### config.mk
export PLATFORM = sky130hd
export DESIGN_NAME = name_hash_pjw_latin1_fold
export DESIGN_NICKNAME = d
export VERILOG_FILES = /design/src/rtl/nhpjw_pkg.sv /design/src/rtl/nhpjw_step.sv /design/src/rtl/name_hash_pjw_latin1_fold.sv
export SDC_FILE = /design/constraint.sdc
export NUM_CORES = 1
export LEC_CHECK = 0
export BUFFER_PORTS_ARGS = -buffer_cell sky130_fd_sc_hd__buf_2
export CORE_MARGIN = 5
export CORE_UTILIZATION = 55
export CTS_CLUSTER_SIZE = 25
export DETAILED_ROUTE_END_ITERATION = 7
export PLACE_DENSITY_LB_ADDON = 0.3
export SLEW_MARGIN = 20
export SYNTH_ARGS = -nofsm -noshare
export SYNTH_HDL_FRONTEND = slang
export SYNTH_HIERARCHICAL = 1
export SYNTH_SLANG_ARGS = --single-unit
### constraint.sdc
create_clock -name clk -period 5.6 [get_ports clk]
set_clock_uncertainty 0.2 [all_clocks]
set_input_delay 1.12 -clock clk [delete_from_list [all_inputs] [get_ports clk]]
set_output_delay 1.12 -clock clk [all_outputs]
set_load 0.005 [all_outputs]
### src/rtl/nhpjw_pkg.sv
`default_nettype none

package nhpjw_pkg;

  localparam int unsigned HashW = 32;

  localparam logic [7:0]       LeadMask      = 8'hFE;
  localparam logic [7:0]       LeadCode      = 8'hC2;
  localparam logic [7:0]       ContMask      = 8'hC0;
  localparam logic [7:0]       ContCode      = 8'h80;
  localparam logic [7:0]       ContBits      = 8'h3F;
  localparam logic [HashW-1:0] TopNibbleMask = 32'hF000_0000;
  localparam int unsigned      FoldShift     = 24;

  typedef struct packed {
    logic [HashW-1:0] hash;
    logic             held;
    logic             low_bit;
  } hash_state_t;

  // one pjw round: shift in a byte, fold the top nibble back
  function automatic logic [HashW-1:0] pjw_update(input logic [HashW-1:0] h,
                                                  input logic [7:0]       v);
    logic [HashW-1:0] s;
    logic [HashW-1:0] g;
    s = {h[HashW-5:0], 4'b0000} + {{(HashW-8){1'b0}}, v};
    g = s & TopNibbleMask;
    pjw_update = s ^ (g >> FoldShift) ^ g;
  endfunction

endpackage

`default_nettype wire

### src/rtl/nhpjw_step.sv
`default_nettype none

module nhpjw_step
  import nhpjw_pkg::*;
(
  input  wire hash_state_t      state_i,
  input  wire logic [7:0]       name_byte_i,
  input  wire logic             last_byte_i,
  output hash_state_t           state_nxt_o,
  output logic [HashW-1:0]      hash_o
);

  logic             is_cont;
  logic             is_lead;
  logic             consumed;
  logic [7:0]       held_val;
  logic [HashW-1:0] h1;
  logic [HashW-1:0] h2;
  logic             hold_new;

  assign is_cont  = (name_byte_i & ContMask) == ContCode;
  assign is_lead  = (name_byte_i & LeadMask) == LeadCode;
  assign consumed = state_i.held & is_cont;

  // folded latin-1 code, or the lone lead byte when no continuation follows
  assign held_val = is_cont ? (ContCode | {1'b0, state_i.low_bit, 6'b0} |
                               (name_byte_i & ContBits))
                            : (LeadCode | {7'b0, state_i.low_bit});

  assign h1       = state_i.held ? pjw_update(state_i.hash, held_val) : state_i.hash;
  assign hold_new = !consumed && !last_byte_i && is_lead;
  assign h2       = (consumed || hold_new) ? h1 : pjw_update(h1, name_byte_i);

  assign hash_o = h2;

  always_comb begin
    if (last_byte_i) begin
      state_nxt_o = '0;
    end else begin
      state_nxt_o.hash    = h2;
      state_nxt_o.held    = hold_new;
      state_nxt_o.low_bit = hold_new & name_byte_i[0];
    end
  end

endmodule

`default_nettype wire

### src/rtl/name_hash_pjw_latin1_fold.sv
`default_nettype none

// PJW (ELF-style) 32-bit name hash with a Latin-1 fold: bytes of a name arrive one
// beat per cycle, in_tlast marks the final byte, and the hash of the whole name
// leaves as one out beat for each name. A C2/C3 lead byte followed by a continuation
// byte is hashed as its single Latin-1 code. The block takes a beat every cycle;
// a beat is registered, then hashed combinationally into the running state and,
// on the final byte, into the output register, which raises out_tvalid once that
// register is free to take the result. Only a stalled result with another
// final byte behind it holds the input back.
module name_hash_pjw_latin1_fold
  import nhpjw_pkg::*;
(
  input  wire logic             clk,
  input  wire logic             rst_n,
  input  wire logic             in_tvalid,
  output logic                  in_tready,
  input  wire logic [7:0]       in_tdata,   // [7:0] name_byte
  input  wire logic             in_tlast,   // last_byte
  output logic                  out_tvalid,
  input  wire logic             out_tready,
  output logic [HashW-1:0]      out_tdata   // [31:0] hash_value
);

  logic             in_v_r;
  logic [7:0]       byte_r;
  logic             last_r;
  hash_state_t      state_r;
  hash_state_t      state_nxt;
  logic [HashW-1:0] step_hash;
  logic             out_v_r;
  logic [HashW-1:0] out_data_r;
  logic             out_free;
  logic             fire;
  logic             in_acc;

  assign out_free  = !out_v_r || out_tready;
  assign fire      = in_v_r && (!last_r || out_free);
  assign in_tready = !in_v_r || fire;
  assign in_acc    = in_tvalid && in_tready;

  nhpjw_step u_step (
    .state_i     (state_r),
    .name_byte_i (byte_r),
    .last_byte_i (last_r),
    .state_nxt_o (state_nxt),
    .hash_o      (step_hash)
  );

  always_ff @(posedge clk) begin
    if (!rst_n) begin
      in_v_r  <= 1'b0;
      state_r <= '0;
      out_v_r <= 1'b0;
    end else begin
      if (in_acc) begin
        in_v_r <= 1'b1;
      end else if (fire) begin
        in_v_r <= 1'b0;
      end
      if (fire) begin
        state_r <= state_nxt;
      end
      if (fire && last_r) begin
        out_v_r <= 1'b1;
      end else if (out_tready) begin
        out_v_r <= 1'b0;
      end
    end
  end

  always_ff @(posedge clk) begin
    if (in_acc) begin
      byte_r <= in_tdata;
      last_r <= in_tlast;
    end
    if (fire && last_r) begin
      out_data_r <= step_hash;
    end
  end

  assign out_tvalid = out_v_r;
  assign out_tdata  = out_data_r;

  // a final byte leaves the running state clear
  a_clear_after_last: assert property (@(posedge clk) disable iff (!rst_n)
    (fire && last_r) |=> (state_r.hash == '0 && !state_r.held))
    else $error("state not cleared after final byte");

  // low bit of a lead is only kept while a lead is held
  a_low_bit_held: assert property (@(posedge clk) disable iff (!rst_n)
    !state_r.held |-> !state_r.low_bit)
    else $error("lead low bit set with no lead held");

  // a result only appears from a processed final byte
  a_out_source: assert property (@(posedge clk) disable iff (!rst_n)
    $rose(out_v_r) |-> $past(fire && last_r))
    else $error("result without a final byte");

  // a lead is never held across a processed final byte
  a_no_hold_on_last: assert property (@(posedge clk) disable iff (!rst_n)
    (fire && last_r) |-> !state_nxt.held)
    else $error("lead held on final byte");

endmodule

`default_nettype wire

# Word level (Yosys, flattened, before mapping)
# Cells that the tools add are included.
# word_totals
elab_cells	42
out_inout_bits	34
in_bits	13
register_bits	77
# op_classes
eq_ne	2
mux	8
n_addsub	2
n_bitwise	7
n_reduce_logical	15
# op_table
op	count
$add 32x8->32	2
$mux 32	2
$xor 32x32->32	2
$xor 32x8->32	2
$mux 34	1
$mux 8	1
$or 8x6->8	1
$eq 7x7->1 const B	1
$logic_and 1x1->1	5
$logic_not 1->1	4
$logic_or 1x1->1	4
$mux 1	4
$reduce_bool 2->1	2
$and 1x1->1	2
$eq 2x2->1 const B	1

# Depth between registers and ports, before layout
# logic_depth
word_depth	11
ltp_mapped	21
depth_no_buf	15

# Cells and area by module
# Netlist, hierarchy kept.
# by_module_without_submodules
mod	instances	area_per_inst_um2	seq_area_each_um2	cells_per_inst
nhpjw_step	1	2728.9	0.0	422
name_hash_pjw_latin1_fold	1	2716.4	1951.9	200

# Worst setup path before layout
# Ideal clock, no wire load.
# synth_path
path_type	reg2reg
from	register state_r[1] (netlist bit)
to	register state_r[6] (netlist bit)
synth_period_minus_slack_ns	4.937
n_path_buf	7
setup_slack_ns	0.663
path_stages_with_launch	22
t_arrival_ns	4.666
setup_ns	0.072
t_required_ns	5.328
path_cell_list	dfxtp_1 > clkbuf_1 > clkbuf_1 > clkbuf_1 > buf_1 > clkbuf_1 > clkbuf_1 > nor2_1 > a21oi_1 > ha_1 > inv_1 > fa_1 > nor2b_1 > o21ai_0 > nand2b_1 > nor3b_1 > clkbuf_1 > nor4bb_1 > xnor2_1 > a211oi_1 > nand2_1 > mux2i_1
# synth_rtl
element	line	rtl
start, declared	name_hash_pjw_latin1_fold.sv:28	hash_state_t state_r;
start signal, assigned	name_hash_pjw_latin1_fold.sv:62	state_r <= state_nxt;

==> reports/qor.txt <==
status - finished clean
clk root buf - clkbuf_8
H-Tree Depth - 3
DRT antenna net count - 0
Tcrit/Tclk final - 90.4%
Initial DRC Count - 389
Skew-Pair Late Insertion Delay - 0.37 ns
Post-synth top cells - nand2_1, nor2_1, edfxtp_1
fillers - 880
slowest library cell on the worst path - or4b_1
Num CTS Buffers - 9
WL/cell - 18.1 um
drt first pass iters - 6
CP Capture Type - flop
initial antenna violation count - 0
die span in x - 110 um
CP cell instances - nor2b_1, buf_4, and2_1, ha_1, fa_1, a211oi_4, o21ai_0, a31o_1, or4b_1, nand3b_1, or4_4, or4_4, a31oi_1, nand2_1, mux2i_1
Yosys top cell by area - edfxtp_1
PostCTS Resize Cnt - 0
vias per inst - 6.20
Post-synth EDFFs - 41
hold crit path type - reg -> reg
Area contributors post-synth - edfxtp_1, dfxtp_1, mux2i_1, nand2_1, xnor2_1
most common cell in the netlist - nand2_1
layout cell share with drive strength beyond 1 - 15.5%
worst path arrival time - 5.16 ns
die area - 0.0120 mm2
CTS tree - yes
Worst-Margin Slew - 0.818 ns
Most Frequent Cell on Critical Path - or4_4
largest net degree at the start of global routing - 71
power per cell area - 203 mW/mm2
Tot GR Track Use - 24.4%
Max-slew headroom - 45.0%
Final Setup Violations - 0
Layout area overhead - 8.69%
drt total wl - 14.1 mm
# rows - 36
number of port buffers - 46
register area share after synthesis - 35.8%
Synth Register Bits - 77
P_leak - 2.11 nW
# hold bufs at CTS - 0
vias in the first global route - 4,425
min Tclk post-route - 5.06 ns
Critical Path RT - 5.70 ns
Hold WS - 0.274 ns
count of cell types in the netlist - 77
post-DP HPWL - 9.72 mm
Initial Util - 56.0%
clk sink count - 77
Die H - 110 um
Nets - 664
total of max-cap violations - 0
RSZ-0062 raised after global routing - false
DRC - 0
Yosys warnings - 6
Largest stage delay, worst path - 0.61 ns
crit path kind - reg -> reg
non-filler cells, final - 780
Main synth FF type - edfxtp_1
Core ar. - 0.00973 mm2
Yosys top cell area share - 22.6%
Vias - 4,838
Final Hold Viols - 0
Max Freq - 198 MHz
placed cell count - 764
critical path launch point type - flop
Core Util, Final - 60.8%
global route total overflow - 0
IO Count - 47
# diodes - 0
Worst VDD drop - 0.000121 V
clock buffer depth - 2
routability congestion estimate - 0.967
Syn Nets - 644
Post-Syn Instances - 622
Final Total Pwr - 1.20 mW
first-pass GRT wire length - 22.8 mm
crit path max fanout - 9
Post-synth ARST share - 0%
postcts setup bufs - 0
Total Neg Setup Slack - 0 ns
max-slew violation count - 0
Synth Area per Inst - 8.75 um2
Clock Pin Slew Worst Setup and Hold Paths - 0.09 ns
Mapped Area - 0.00545 mm2
## cells in the final DEF (no fill, tap or decap), types with 16 or more instances in the layout
cell type,Yosys,routed
nor2_1,43,43
a21oi_1,36,35
a211oi_1,20,20
buf_2,6,45
edfxtp_1,41,41
mux2i_1,39,39
nor2b_1,16,16
nand2_1,96,96
dfxtp_1,36,35
xnor2_1,27,27
## registers in the layout (all words and copies together) (netlist names)
register / count
state_r: 34
out_tdata: 32
byte_r: 8
in_v_r: 1
last_r: 1
out_tvalid: 1
## metal layers
| layer | track usage [%] | share of wire [%] |
|---|---|---|
| met1 | 34.2 | 44 |
| met2 | 37.3 | 45 |
| met3 | 5.11 | 8.7 |
| met4 | 8.37 | 2.3 |
| met5 | 0 | 0 |
## final cells by class
class	instances	area [um2]	area share (%)
well taps	133	166	2.81
inverters	8	30.0	0.507
multi-input cells	490	3240	54.7
flip-flops and latches	77	1950	33.0
clock inverters	7	98.8	1.67
repair buffers	56	308	5.20
clock buffers	9	124	2.09
## worst max-delay path, delay by kind of cell (launching register included)
kind / cells / cell delay (ns)
and+or+nand+nor: 7 / 2.30
AOI/OAI and AO/OA: 4 / 1.02
adders and majority gates: 2 / 0.72
DFF: 1 / 0.40
buffers and inverters: 1 / 0.16
muxes: 1 / 0.16
## per-stage QoR
step,instance area [um2],worst slack [ns]
floorplan,5450,0.663
global placement,5690,0.710
detailed placement,5690,0.587
CTS,5920,0.539
global route,5920,0.269
finish,5920,0.540
## path summary, 6_finish.rpt
path | from | endpoint | slack, ns | depth (start not counted)
worst min register to register | state_r[33]$_SDFFE_PN0P_ | state_r[33]$_SDFFE_PN0P_ | 0.27 | 2
worst max register to register | byte_r[7]$_DFFE_PP_ | state_r[8]$_SDFFE_PN0P_ | 0.54 | 15
worst min-delay path | state_r[33]$_SDFFE_PN0P_ | state_r[33]$_SDFFE_PN0P_ | 0.27 | 2
worst max-delay path | byte_r[7]$_DFFE_PP_ | state_r[8]$_SDFFE_PN0P_ | 0.54 | 15
## report_power, final
group / internal (mW) / total [mW] / switching (mW)
registers: 0.607 / 0.617 / 0.0103
logic: 0.0420 / 0.105 / 0.0633
clock network: 0.254 / 0.477 / 0.224
total: 0.902 / 1.20 / 0.297
## kinds of logic after synthesis
kind of cell	share of synthesized area (%)
XOR/XNOR	6.43
AO/OA/AOI/OAI	15.5
multiplexers	7.79
AND/OR/NAND/NOR	27.0
flip-flops	35.8
adder cells (fa/ha/maj)	2.34
buffers and inverters	5.03
No activity file was read; power rests on OpenSTA's default activity.
